<file path="config.mk">
export PLATFORM = sky130hd
export DESIGN_NAME = sync_frame_receiver_crc16
export DESIGN_NICKNAME = d
export VERILOG_FILES = /design/src/rtl/sfr_pkg.sv /design/src/rtl/sync_frame_receiver_crc16.sv
export SDC_FILE = /design/constraint.sdc
export NUM_CORES = 1
export LEC_CHECK = 0
export ABC_CLOCK_PERIOD_IN_PS = 6000
export BUFFER_PORTS_ARGS = -buffer_cell sky130_fd_sc_hd__buf_2
export CORE_MARGIN = 2
export CORE_UTILIZATION = 58
export DETAILED_ROUTE_END_ITERATION = 10
export PLACE_DENSITY = 0.83
export SLEW_MARGIN = 20
export SYNTH_ARGS = -nofsm -noshare
export SYNTH_HDL_FRONTEND = slang
export SYNTH_SLANG_ARGS = --single-unit
</file>
<file path="constraint.sdc">
create_clock -name clk_i -period 6 [get_ports clk_i]
set_input_delay 0.3 -clock clk_i [delete_from_list [all_inputs] [get_ports clk_i]]
set_output_delay 0.3 -clock clk_i [all_outputs]
set_load 0.02 [all_outputs]
</file>
<file path="src/rtl/sfr_pkg.sv">
`default_nettype none
// ----------------------------------------------------------------------------
// sfr_pkg
// Shared types, constants and the byte-wise CRC-16/CCITT-FALSE update for
// the sync frame receiver.
// ----------------------------------------------------------------------------
package sfr_pkg;

  localparam int unsigned FrameLen = 10;
  localparam int unsigned CrcSpan  = 8;
  localparam int unsigned PosW     = 4;

  localparam logic [7:0]  SyncFirst    = 8'hA5;
  localparam logic [7:0]  SyncSecond   = 8'h5A;
  localparam logic [15:0] CrcInit      = 16'hFFFF;
  localparam logic [15:0] TimeoutReset = 16'd1000;
  localparam logic [15:0] IdleMax      = 16'hFFFF;

  localparam logic [PosW-1:0] PosFirst  = PosW'(0);
  localparam logic [PosW-1:0] PosSecond = PosW'(1);
  localparam logic [PosW-1:0] PosCrcLow = PosW'(CrcSpan);
  localparam logic [PosW-1:0] PosLast   = PosW'(FrameLen - 1);

  typedef logic [PosW-1:0] pos_t;
  typedef logic [7:0]      byte_t;

  // One byte of CRC-16/CCITT-FALSE (poly 0x1021, MSB first), table-free form.
  function automatic logic [15:0] crc_feed(input logic [15:0] crc, input byte_t b);
    logic [7:0] x;
    x = crc[15:8] ^ b;
    x = x ^ {4'b0000, x[7:4]};
    return {crc[7:0], 8'h00} ^ {x[3:0], 12'h000} ^ {3'b000, x, 5'b00000}
           ^ {8'h00, x};
  endfunction

endpackage
`default_nettype wire

</file>
<file path="src/rtl/sync_frame_receiver_crc16.sv">
`default_nettype none
// ----------------------------------------------------------------------------
// sync_frame_receiver_crc16
// Deframer for 10-byte sync frames with CRC-16/CCITT-FALSE check and a
// tick-based idle timeout.
// ----------------------------------------------------------------------------
// The block accepts one input beat per clock cycle, sustained, as long as the
// result side keeps up. A beat is either a received byte (tuser = 0) or one
// timer tick (tuser = 1). Each beat is first captured in an input register;
// then, once the result register is free, the frame state (position,
// running CRC, payload bytes and idle counter) is updated by a single
// byte-wide CRC step and one 16-bit compare, and a completed frame is
// written into the result register. Because the result register frees up
// in the same cycle its beat is taken, back-to-back frames and tick beats
// never stall the input unless the result side holds tready low. Frames
// start with the pair 0xA5 0x5A; bytes 8 and 9 carry the expected CRC over
// bytes 0..7, low byte first. A result beat reports crc_ok in tuser and the
// three little-endian words in tdata whether or not the CRC matched. Every
// byte but the one that closes a frame restarts the idle timeout; after
// timeout_ticks further ticks with no byte, a partial frame is dropped. The
// timeout register may be written only while the block is idle.
// ----------------------------------------------------------------------------
module sync_frame_receiver_crc16 (
  input  wire logic        clk_i,
  input  wire logic        rst_ni,

  // Timeout register write port.
  input  wire logic        cfg_we_i,
  input  wire logic [15:0] cfg_wdata_i,

  // Input stream.
  input  wire logic        s_axis_tvalid,
  output logic             s_axis_tready,
  input  wire logic [7:0]  s_axis_tdata,   // [7:0] rx_byte
  input  wire logic        s_axis_tuser,   // [0] mode (1 = timer tick)

  // Result stream.
  output logic             m_axis_tvalid,
  input  wire logic        m_axis_tready,
  output logic [47:0]      m_axis_tdata,   // [15:0] command, [31:16] data_first,
                                           // [47:32] data_second
  output logic             m_axis_tuser    // [0] crc_ok
);

  // Timeout register.
  logic [15:0] timeout_q;

  always_ff @(posedge clk_i or negedge rst_ni) begin
    if (!rst_ni) begin
      timeout_q <= sfr_pkg::TimeoutReset;
    end else if (cfg_we_i) begin
      timeout_q <= cfg_wdata_i;
    end
  end

  // Input register stage.
  logic          in_valid_q;
  logic          in_mode_q;
  sfr_pkg::byte_t in_byte_q;
  logic          advance;
  logic          out_free;

  assign out_free      = !m_axis_tvalid || m_axis_tready;
  assign advance       = in_valid_q && out_free;
  assign s_axis_tready = !in_valid_q || out_free;

  always_ff @(posedge clk_i or negedge rst_ni) begin
    if (!rst_ni) begin
      in_valid_q <= 1'b0;
    end else if (s_axis_tready) begin
      in_valid_q <= s_axis_tvalid;
    end
  end

  always_ff @(posedge clk_i) begin
    if (s_axis_tvalid && s_axis_tready) begin
      in_mode_q <= s_axis_tuser;
      in_byte_q <= s_axis_tdata;
    end
  end

  // Frame state.
  sfr_pkg::pos_t  pos_q, pos_d;
  logic [15:0]    crc_q, crc_d;
  logic           timer_q, timer_d;
  logic [15:0]    idle_q, idle_d;
  sfr_pkg::byte_t payload_q [sfr_pkg::CrcSpan];
  sfr_pkg::byte_t crc_low_q;

  // Byte store controls.
  logic           take;       // byte joins the frame at position take_pos
  sfr_pkg::pos_t  take_pos;
  logic [15:0]    take_crc;   // CRC before this byte is folded in
  logic           emit;
  logic           crc_match;
  logic [15:0]    idle_inc;

  assign idle_inc  = (idle_q == sfr_pkg::IdleMax) ? idle_q : idle_q + 16'd1;
  assign crc_match = (crc_q == {in_byte_q, crc_low_q});

  always_comb begin
    pos_d    = pos_q;
    crc_d    = crc_q;
    timer_d  = timer_q;
    idle_d   = idle_q;
    take     = 1'b0;
    take_pos = pos_q;
    take_crc = crc_q;
    emit     = 1'b0;

    if (in_mode_q) begin
      // Timer tick: count idle time and drop a stale partial frame.
      if (timer_q) begin
        idle_d = idle_inc;
        if (idle_inc >= timeout_q) begin
          pos_d   = sfr_pkg::PosFirst;
          crc_d   = sfr_pkg::CrcInit;
          timer_d = 1'b0;
        end
      end
    end else begin
      timer_d = 1'b1;
      idle_d  = '0;
      if (pos_q == sfr_pkg::PosFirst) begin
        crc_d = sfr_pkg::CrcInit;
        if (in_byte_q == sfr_pkg::SyncFirst) begin
          take     = 1'b1;
          take_crc = sfr_pkg::CrcInit;
        end
      end else if (pos_q == sfr_pkg::PosSecond) begin
        if (in_byte_q != sfr_pkg::SyncSecond) begin
          // A false second byte may itself open a new frame.
          pos_d = sfr_pkg::PosFirst;
          crc_d = sfr_pkg::CrcInit;
          if (in_byte_q == sfr_pkg::SyncFirst) begin
            take     = 1'b1;
            take_pos = sfr_pkg::PosFirst;
            take_crc = sfr_pkg::CrcInit;
          end
        end else begin
          take = 1'b1;
        end
      end else if (pos_q >= sfr_pkg::PosLast) begin
        emit    = 1'b1;
        pos_d   = sfr_pkg::PosFirst;
        crc_d   = sfr_pkg::CrcInit;
        timer_d = 1'b0;
      end else begin
        take = 1'b1;
      end

      if (take) begin
        pos_d = take_pos + sfr_pkg::pos_t'(1);
        if (take_pos < sfr_pkg::PosCrcLow) begin
          crc_d = sfr_pkg::crc_feed(take_crc, in_byte_q);
        end
      end
    end
  end

  always_ff @(posedge clk_i or negedge rst_ni) begin
    if (!rst_ni) begin
      pos_q   <= sfr_pkg::PosFirst;
      crc_q   <= sfr_pkg::CrcInit;
      timer_q <= 1'b0;
      idle_q  <= '0;
    end else if (advance) begin
      pos_q   <= pos_d;
      crc_q   <= crc_d;
      timer_q <= timer_d;
      idle_q  <= idle_d;
    end
  end

  // Payload bytes: written by position, read at fixed places.
  always_ff @(posedge clk_i) begin
    if (advance && take) begin
      if (take_pos < sfr_pkg::PosCrcLow) begin
        payload_q[take_pos[2:0]] <= in_byte_q;
      end else begin
        crc_low_q <= in_byte_q;
      end
    end
  end

  // Result register.
  logic        out_valid_q;
  logic        out_ok_q;
  logic [47:0] out_data_q;

  always_ff @(posedge clk_i or negedge rst_ni) begin
    if (!rst_ni) begin
      out_valid_q <= 1'b0;
    end else if (out_free) begin
      out_valid_q <= advance && emit;
    end
  end

  always_ff @(posedge clk_i) begin
    if (advance && emit) begin
      out_ok_q   <= crc_match;
      out_data_q <= {payload_q[7], payload_q[6], payload_q[5], payload_q[4],
                     payload_q[3], payload_q[2]};
    end
  end

  assign m_axis_tvalid = out_valid_q;
  assign m_axis_tuser  = out_ok_q;
  assign m_axis_tdata  = out_data_q;

  // Checks.
  a_pos_range : assert property (@(posedge clk_i) disable iff (!rst_ni)
    pos_q <= sfr_pkg::PosLast)
    else $error("frame position beyond last byte");

  a_idle_state : assert property (@(posedge clk_i) disable iff (!rst_ni)
    !timer_q |-> (pos_q == sfr_pkg::PosFirst && crc_q == sfr_pkg::CrcInit))
    else $error("partial frame held with the timeout stopped");

  a_emit_restart : assert property (@(posedge clk_i) disable iff (!rst_ni)
    (advance && emit) |=> (pos_q == sfr_pkg::PosFirst && !timer_q && m_axis_tvalid))
    else $error("completed frame did not restart the receiver");

endmodule
`default_nettype wire

</file>
==> results of run 1 <==
[placed cells by master (no fill, tap or decap), types with 10 or more instances in the layout]
master | netlist | routed
xor2_1 | 13 | 13
nand3_1 | 12 | 12
ha_1 | 17 | 17
a21oi_1 | 17 | 17
nor2_1 | 19 | 19
dfrtp_1 | 33 | 33
inv_1 | 21 | 21
a31oi_1 | 10 | 10
xnor2_1 | 29 | 29
clkbuf_16 | 0 | 17
nand2_1 | 39 | 39
o21ai_0 | 42 | 42
dfstp_2 | 22 | 22
buf_2 | 10 | 80
edfxtp_1 | 114 | 114
[layout make-up]
| type | instances | area (um2) |
|---|---|---|
| sequential | 169 | 4830 |
| clock buffer | 17 | 425 |
| fill | 828 | 3770 |
| timing repair buffer | 84 | 430 |
| inverter | 21 | 78.8 |
| clock inverter | 14 | 123 |
| tap | 168 | 210 |
| multi-input combinational | 320 | 2250 |
[layer usage]
layer	share of wire, %	vias to the layer above
met5	0	-
met3	6.8	35
met1	39	2232
met4	2.8	0
met2	51	208
li1	-	2129
[state kept, by name (all words and copies together), names as in the netlist]
signal	flops
timer_q	1
crc_low_q	8
idle_q	16
in_byte_q	8
crc_q	16
in_valid_q	1
pos_q	4
m_axis_tvalid	1
m_axis_tdata	48
payload_q	48
timeout_q	16
in_mode_q	1
m_axis_tuser	1
[critical path, delay by kind of cell (launching register included)]
family                     cells  cell delay [ps]
and+or+nand+nor                6             2260
xor gates and xnor gates       1              150
AOI/OAI and AO/OA              3              750
DFF                            1              410
adders and majority gates      2              500
[path summary, 6_finish.rpt]
check	from	end	slack, ps	cells past startpoint
max in group asynchronous	rst_ni	idle_q[14]$_DFFE_PN0P_	5540	2
worst min-delay path	rst_ni	timeout_q[0]$_DFFE_PN0P_	0.8	2
worst max register to register	idle_q[0]$_DFFE_PN0P_	crc_q[3]$_DFFE_PN1P_	1860	12
min in group clk_i	s_axis_tuser	in_mode_q$_DFFE_PP_	40	1
worst max-delay path	idle_q[0]$_DFFE_PN0P_	crc_q[3]$_DFFE_PN1P_	1860	12
worst min register to register	payload_q[6][4]$_DFFE_PP_	m_axis_tdata[36]$_DFFE_PP_	420	0
[where the power goes]
group          switching (mW)  internal, mW
Combinational          0.0875        0.0675
Sequential             0.0286          1.27
Clock                   0.443         0.570
[kinds of logic (layout without fill, tap and decap cells)]
| kind of cell | after synthesis | count (layout) | share of synthesized area (%) |
|---|---|---|---|
| flops | 169 | 169 | 66.6 |
| simple gates | 132 | 132 | 9.98 |
| compound gates | 120 | 120 | 11.4 |
| xor+xnor | 45 | 45 | 5.75 |
| buf+inv | 42 | 136 | 2.49 |
| fa+ha+maj | 17 | 17 | 2.93 |
| mux | 6 | 6 | 0.898 |
[per-stage QoR]
| stage | utilization, % | area, um2 | setup slack, ps | instances |
|---|---|---|---|---|
| 2_1_floorplan | - | 7250 | 1350 | 531 |
| 3_3_place_gp | 64.3 | 7790 | 2100 | 762 |
| 3_5_place_dp | 64.3 | 7790 | 1910 | 762 |
| 4_1_cts | 68.9 | 8340 | 1910 | 793 |
| 5_1_grt | 68.9 | 8340 | 1570 | 793 |
| 6_report | 68.9 | 8340 | 1860 | 793 |
==> flow_metrics.env, run 1 <==
export IMPL_status="finished, final reports clean"
export IMPL_leakage_nw=3.16
export IMPL_hold_viol=0
export IMPL_synth_edff_count=114
export IMPL_ctsLongestPathBuffers=2
export IMPL_met3_usage_pct=5.75
export IMPL_core_um2=12100
export IMPL_numCtsBuffers=17
export IMPL_diodes=0
export IMPL_nets=660
export IMPL_p_total_mw=2.46
export IMPL_slew_viol_final=0
export IMPL_grt_use_total_pct=22.6
export IMPL_vias=4604
export IMPL_drc=0
export IMPL_arrival_ps=4510
export IMPL_fp_dieH_um=116
export IMPL_fp_row_count=40
export IMPL_first_iter_violations=349
export IMPL_critPathSlowestCell="nor3_2"
export IMPL_cts_setup_buffers=0
export IMPL_grt_pass1_wl_mm=22.6
export IMPL_dominantRegCellSynth="edfxtp_1"
export IMPL_ys_ff_latch=169
export IMPL_min_period_ps=4140
export IMPL_port_buffers=80
export IMPL_clockRootBuffer="clkbuf_16"
export IMPL_cts_repair_resized=0
export IMPL_worst_setup_path_type="register to register"
export IMPL_antenna_found_initial=0
export IMPL_rsz0062_at_grt="no"
export IMPL_htreeDepth=4
export IMPL_grt_use_met2_pct=39.0
export IMPL_synth_area_um2=7250
export IMPL_top_usage_layer="met2"
export IMPL_finalClockSkew_ps=6.30
export IMPL_clk_latency_ps=430
export IMPL_use_met1_pct=26.5
export IMPL_yosys_warnings=0
export IMPL_io_pins=81
export IMPL_hp_class="primary input to async pin"
export IMPL_max_freq_mhz=242
export IMPL_cp_slowest_stage_delay_ps=850
export IMPL_ys_async_sr_fraction_pct=32.5
export IMPL_antenna_left=0
export IMPL_synthTopCellsByCount="edfxtp_1, o21ai_0, nand2_1"
export IMPL_firstDrtPassIters=7
export IMPL_avgViaCountPerCell=5.81
export IMPL_end_kind="register"
export IMPL_cts_tree="yes"
export IMPL_grt_ovfl_total=0
export IMPL_numClockSinks=169
export IMPL_pwr_density_cell_nw_per_um2=295
export IMPL_vdd_drop_max_uv=123
export IMPL_fin_tns_setup_ps=0
export IMPL_cp_max_fo=16
export IMPL_synthesis_nets=578
export IMPL_syn_area_per_cell_um2=13.7
export IMPL_areaGrowthSynthToFinish_pct=15.1
export IMPL_start_util_pct=59.8
export IMPL_finalCritPeriodShare_pct=69.0
export IMPL_crit_chain="ha_1 > nand2_1 > nor4_4 > nand2_1 > and3_1 > xor2_1 > ha_1 > nand4_1 > a211oi_2 > a211oi_4 > nor3_2 > o32a_2"
export IMPL_drive_gt1_share_pct=25.4
export IMPL_crit_required_ps=6370
export IMPL_grt_start_max_net_pins=56
export IMPL_yosys_area_top_type="edfxtp_1"
export IMPL_gp_congestion=0.893
export IMPL_seq_area_frac_synth_pct=66.6
export IMPL_maxCapViolCount=0
export IMPL_wl_mm=14.0
export IMPL_die_x_um=116
export IMPL_setup_viol=0
export IMPL_route_detailed_wl_per_inst_um=17.6
export IMPL_synth_area_top_cells="edfxtp_1, dfrtp_1, dfstp_2"
export IMPL_whs_ps=0.848
export IMPL_setup_worst_path_start_class="register"
export IMPL_hpwl_mm=9.38
export IMPL_maxSlewHeadroom_pct=31.5
export IMPL_die_area_um2=13400
export IMPL_hold_buffers=0
export IMPL_grt_pass1_vias=4603
export IMPL_postSynthCellCount=531
export IMPL_clk_transition_reported_paths_ps=60
export IMPL_synth_cell_types=67
export IMPL_worst_pin_slew_ps=1020
export IMPL_synth_most_common_cell="edfxtp_1"
export IMPL_synth_top_area_share_pct=47.2
Note: power is estimated with default switching activity, not from simulation.
==> run 2, diff against run 1 <==
--- a/config.mk
+++ b/config.mk
@@ -5,7 +5,7 @@
 export SDC_FILE = /design/constraint.sdc
 export NUM_CORES = 1
 export LEC_CHECK = 0
-export ABC_CLOCK_PERIOD_IN_PS = 6000
+export ABC_CLOCK_PERIOD_IN_PS = 4100
 export BUFFER_PORTS_ARGS = -buffer_cell sky130_fd_sc_hd__buf_2
 export CORE_MARGIN = 2
 export CORE_UTILIZATION = 58
==> constraint.sdc (replaced) <==
create_clock -name clk_i -period 4.1 [get_ports clk_i]
set_input_delay 0.205 -clock clk_i [delete_from_list [all_inputs] [get_ports clk_i]]
set_output_delay 0.205 -clock clk_i [all_outputs]
set_load 0.02 [all_outputs]
==> run 2 against run 1 <==
Net effect:
- via count up 2.5%
- highest routed layer unchanged
- worst hold slack better by 16 ps
- power up 53%
- non-clock buffer count up 31
- wire length up 5.5%
==> flow_metrics.env, run 2 (synthesized netlist as in run 1, its figures left out) <==
export IMPL_maxCapViolCount=0
export IMPL_ctsLongestPathBuffers=2
export IMPL_multi_input_area_um2=2260
export IMPL_regToRegSetupSlack_ps=400
export IMPL_setup_viol=0
export IMPL_maxSlewHeadroom_pct=48.0
export IMPL_worst_setup_path_type="register to register"
export IMPL_die_area_um2=13400
export IMPL_cp_max_fo=12
export IMPL_min_period_ps=3700
export IMPL_min_from="cfg_wdata_i[15]"
export IMPL_sequentialPowerShare_pct=50.0
export IMPL_grt_use_total_pct=23.8
export IMPL_fin_area_um2=8700
export IMPL_cp_startpoint="idle_q[0]$_DFFE_PN0P_"
export IMPL_sw_frac_of_total_pct=23.4
export IMPL_vdd_drop_max_uv=196
export IMPL_setup_worst_path_start_class="register"
export IMPL_vias=4720
export IMPL_gp_congestion=0.856
export IMPL_power_share_combinational_pct=6.9
export IMPL_worstReg2RegStart="idle_q[0]$_DFFE_PN0P_"
export IMPL_finalClockSkew_ps=5.96
export IMPL_final_common_cell="edfxtp_1"
export IMPL_grt_ovfl_total=0
export IMPL_placed_area_um2=7840
export IMPL_cts_tree="yes"
export IMPL_layout_common_cells="edfxtp_1, buf_2, o21ai_0"
export IMPL_rsz0062_at_grt="no"
export IMPL_p_sw_mw=0.886
export IMPL_status="finished, final reports clean"
export IMPL_arrival_ps=4020
export IMPL_route_detailed_wl_per_inst_um=17.9
export IMPL_r2r_end="pos_q[0]$_DFFE_PN0P_"
export IMPL_grt_pass1_vias=4815
export IMPL_die_x_um=116
export IMPL_antenna_left=0
export IMPL_end_kind="register"
export IMPL_stdcell_count=825
export IMPL_htreeDepth=4
export IMPL_drive_gt1_share_pct=25.3
export IMPL_holdPathEnd="timeout_q[15]$_DFFE_PN0P_"
export IMPL_io_pins=81
export IMPL_avgViaCountPerCell=5.72
export IMPL_seqCellArea_um2=4830
export IMPL_clockRootBuffer="clkbuf_16"
export IMPL_grt_start_max_net_pins=56
export IMPL_port_buffers=80
export IMPL_crit_required_ps=4420
export IMPL_nets=691
export IMPL_numCtsBuffers=17
export IMPL_max_freq_mhz=270
export IMPL_start_util_pct=59.8
export IMPL_fin_tns_setup_ps=0
export IMPL_p_total_mw=3.78
export IMPL_worst_pin_slew_ps=778
export IMPL_pwr_density_cell_nw_per_um2=435
export IMPL_areaGrowthSynthToFinish_pct=20.1
export IMPL_leakage_nw=3.32
export IMPL_pre_cts_ws_ps=346
export IMPL_wl_mm=14.8
export IMPL_hpwl_mm=9.62
export IMPL_worstHoldPathCells=3
export IMPL_cts_setup_buffers=0
export IMPL_antenna_found_initial=0
export IMPL_core_um2=12100
export IMPL_clock_power_share_pct=43.1
export IMPL_dp_cells=767
export IMPL_drc=0
export IMPL_first_iter_violations=363
export IMPL_firstDrtPassIters=6
export IMPL_clk_latency_ps=430
export IMPL_clk_transition_reported_paths_ps=70
export IMPL_finalCritPeriodShare_pct=90.3
export IMPL_numClockSinks=169
export IMPL_fp_dieH_um=116
export IMPL_r2r_cells=14
export IMPL_hold_viol=0
export IMPL_fillers=761
export IMPL_fp_row_count=40
export IMPL_slew_viol_final=0
export IMPL_diodes=0
export IMPL_hp_class="primary input to register"
export IMPL_setup_ws_ps=400
export IMPL_grt_pass1_wl_mm=23.6
export IMPL_p_int_mw=2.90
run 2: timing repair:
action | CTS | global route
gates resized for setup | 0 | 1
setup endpoints to repair | 0 | 4
hold buffers | 26 | 0
endpoints found under the hold margin | 58 | 0
run 2: final cells by class:
class,instances,area share [%]
clock buffers,17,4.89
multi-input cells,320,25.9
inverters,21,0.906
repair buffers,115,8.37
clock inverters,15,2.01
flip-flops and latches,169,55.5
well taps,168,2.42
run 2: stage by stage:
stage / utilization [%] / hold slack, ps
after detailed placement: 64.7 / 379
after floorplan: - / -90.6
after global routing: 71.9 / 27.1
after CTS: 71.8 / 11.2
final: 71.9 / 16.9
after global placement: 64.7 / 368
run 2: layer usage:
layer  up-vias  global-route usage, %  share of wire (%)
met5         -                      0                  0
met4         0                   11.3                3.2
met3        40                   5.65                5.4
met2       196                   42.0                 52
met1      2286                   27.3                 40
li1       2198                      -                  -
run 2: worst max path at each step:
stage                       endpoint  slack, ps  cells past startpoint
2_1_floorplan  crc_q[11]$_DFFE_PN1P_        830                     14
3_3_place_gp    crc_q[4]$_DFFE_PN1P_        480                     12
5_1_grt         crc_q[4]$_DFFE_PN1P_        280                     12
6_report        pos_q[0]$_DFFE_PN0P_        400                     14
3_5_place_dp    crc_q[4]$_DFFE_PN1P_        350                     14
4_1_cts         crc_q[4]$_DFFE_PN1P_        330                     14
run 2: power by group through the flow:
stage          logic, mW  registers [mW]  clock network, mW
2_1_floorplan      0.171            1.91                  0
4_1_cts            0.256            1.89               1.64
5_1_grt            0.286            1.89               1.71
6_report           0.260            1.89               1.63
3_3_place_gp       0.223            1.92                  0
3_5_place_dp       0.233            1.93                  0
run 2: worst max-delay path: stages, from the launching register on:
cell and delay, ps:
dfrtp_1 430, ha_1 240, nand2_1 180, nor4_4 400, nand2_1 130, buf_4 200
xnor2_1 170, ha_1 260, nand2b_4 150, a2111oi_4 360, o211ai_2 160, a211oi_4 340
buf_4 210, nor2_1 70, mux2_2 280
==> run 3, diff against run 2 <==
--- a/config.mk
+++ b/config.mk
@@ -7,7 +7,6 @@
 export LEC_CHECK = 0
 export ABC_CLOCK_PERIOD_IN_PS = 4100
 export BUFFER_PORTS_ARGS = -buffer_cell sky130_fd_sc_hd__buf_2
-export CORE_MARGIN = 2
 export CORE_UTILIZATION = 58
 export DETAILED_ROUTE_END_ITERATION = 10
 export PLACE_DENSITY = 0.83
==> run 3 against run 2 <==
Net effect:
- sequential share of layout area is 0.24 points higher
- die area is 3.4% lower
- global-route usage is 0.45 points higher
- worst hold slack better by 6.8 ps
- maximum frequency is 1.9% lower
- first-iteration DRC count is 14% higher
- clock-buffer cell count is 1 higher
- critical path type unchanged
==> flow_metrics.env, run 3 (synthesized netlist as in run 1, its figures left out) <==
export IMPL_status="finished, final reports clean"
export IMPL_antenna_found_initial=0
export IMPL_grt_pass1_vias=4666
export IMPL_fp_row_count=40
export IMPL_numCtsBuffers=17
export IMPL_maxSlewHeadroom_pct=48.7
export IMPL_final_common_cell="edfxtp_1"
export IMPL_critPathSlowestCell="a211oi_4"
export IMPL_clockRootBuffer="clkbuf_16"
export IMPL_dp_cells=767
export IMPL_core_um2=12100
export IMPL_first_iter_violations=413
export IMPL_fillers=786
export IMPL_min_period_ps=3770
export IMPL_ctsLongestPathBuffers=2
export IMPL_fin_util_pct=71.5
export IMPL_grt_start_max_net_pins=56
export IMPL_path_delay_family="compound AO/OA/AOI/OAI gates"
export IMPL_worst_setup_path_type="register to register"
export IMPL_worstHoldPathCells=2
export IMPL_hold_viol=0
export IMPL_numClockSinks=169
export IMPL_rsz0062_at_grt="no"
export IMPL_drc=0
export IMPL_vias=4703
export IMPL_r2r_cells=12
export IMPL_worstReg2RegStart="idle_q[0]$_DFFE_PN0P_"
export IMPL_gp_congestion=0.892
export IMPL_stdcell_count=824
export IMPL_hpwl_mm=9.39
export IMPL_nets=690
export IMPL_crit_chain="ha_1 > nand2_1 > nor4_4 > nand2_1 > buf_4 > mux2_2 > ha_1 > a2111oi_4 > o211ai_2 > a211oi_4 > nor2_1 > mux2_2"
export IMPL_io_pins=81
export IMPL_leakage_nw=3.30
export IMPL_port_buffers=80
export IMPL_avgViaCountPerCell=5.71
export IMPL_htreeDepth=4
export IMPL_drive_gt1_share_pct=24.8
export IMPL_setup_viol=0
export IMPL_r2r_end="pos_q[0]$_DFFE_PN0P_"
export IMPL_grt_use_total_pct=24.2
export IMPL_crit_required_ps=4410
export IMPL_maxCapViolCount=0
export IMPL_setup_worst_path_start_class="register"
export IMPL_critical_path_buf_inv_count=1
export IMPL_whs_ps=23.8
export IMPL_route_detailed_wl_per_inst_um=17.7
export IMPL_end_kind="register"
export IMPL_die_area_um2=12900
export IMPL_cts_tree="yes"
export IMPL_regToRegSetupSlack_ps=330
export IMPL_max_freq_mhz=265
export IMPL_clk_transition_reported_paths_ps=70
export IMPL_die_x_um=114
export IMPL_hp_class="primary input to register"
export IMPL_clk_latency_ps=430
export IMPL_fin_tns_setup_ps=0
export IMPL_finalCritPeriodShare_pct=92.0
export IMPL_worst_pin_slew_ps=766
export IMPL_antenna_left=0
export IMPL_cp_slowest_stage_delay_ps=440
export IMPL_cp_max_fo=10
export IMPL_min_from="cfg_wdata_i[0]"
export IMPL_wl_mm=14.6
export IMPL_grt_pass1_wl_mm=23.2
export IMPL_holdPathEnd="timeout_q[0]$_DFFE_PN0P_"
export IMPL_diodes=0
export IMPL_finalClockSkew_ps=8.44
export IMPL_arrival_ps=4080
export IMPL_areaGrowthSynthToFinish_pct=19.6
export IMPL_grt_ovfl_total=0
export IMPL_layout_common_cells="edfxtp_1, buf_2, o21ai_0"
export IMPL_fp_dieH_um=114
export IMPL_firstDrtPassIters=5
export IMPL_vdd_drop_max_uv=229
export IMPL_start_util_pct=59.8
export IMPL_slew_viol_final=0
export IMPL_pwr_density_cell_nw_per_um2=428
## run 3: layer usage
layer	global-route usage, %	part of all wire (%)	up-vias
li1	-	-	2184
met1	29.1	41	2284
met5	0	0	-
met3	5.37	5.2	34
met2	42.2	52	201
met4	10.6	2.4	0
## run 3: repair_timing
item                                    4_1_cts  5_1_grt
gates resized for setup                       0        1
hold buffers                                 25        0
setup buffers                                 0        0
endpoints found under the hold margin        57        0
endpoints found under the setup margin        0       16
## run 3: through the flow
stage          instance area (um2)  setup WS [ps]  power [mW]
2_1_floorplan                 7250            831        2.08
3_3_place_gp                  7840            405        2.14
3_5_place_dp                  7840            170        2.16
4_1_cts                       8660            135        3.72
5_1_grt                       8670           94.5        3.82
6_report                      8670            329        3.71
## run 3: report_power, final
part           switching [mW]  internal, mW
sequential             0.0362          1.86
combinational           0.140         0.117
clock                   0.656         0.900
## run 3: worst max-delay path by stage
stage               cells past startpoint             startpoint                    end  slack (ps)
floorplan                              14  idle_q[0]$_DFFE_PN0P_  crc_q[11]$_DFFE_PN1P_         830
global placement                       12  idle_q[0]$_DFFE_PN0P_   crc_q[4]$_DFFE_PN1P_         410
detailed placement                     14  idle_q[0]$_DFFE_PN0P_   crc_q[4]$_DFFE_PN1P_         170
CTS                                    14  idle_q[0]$_DFFE_PN0P_   crc_q[5]$_DFFE_PN1P_         140
global route                           12  idle_q[0]$_DFFE_PN0P_   pos_q[0]$_DFFE_PN0P_          90
finish                                 12  idle_q[0]$_DFFE_PN0P_   pos_q[0]$_DFFE_PN0P_         330
## run 3: area by class of cell
class | instances | area, um2 | area share, %
clock inverters | 14 | 144 | 1.66
clock buffers | 18 | 429 | 4.95
multi-input cells | 320 | 2260 | 26.1
well taps | 168 | 210 | 2.43
inverters | 21 | 78.8 | 0.910
flip-flops and latches | 169 | 4830 | 55.7
repair buffers | 114 | 718 | 8.29
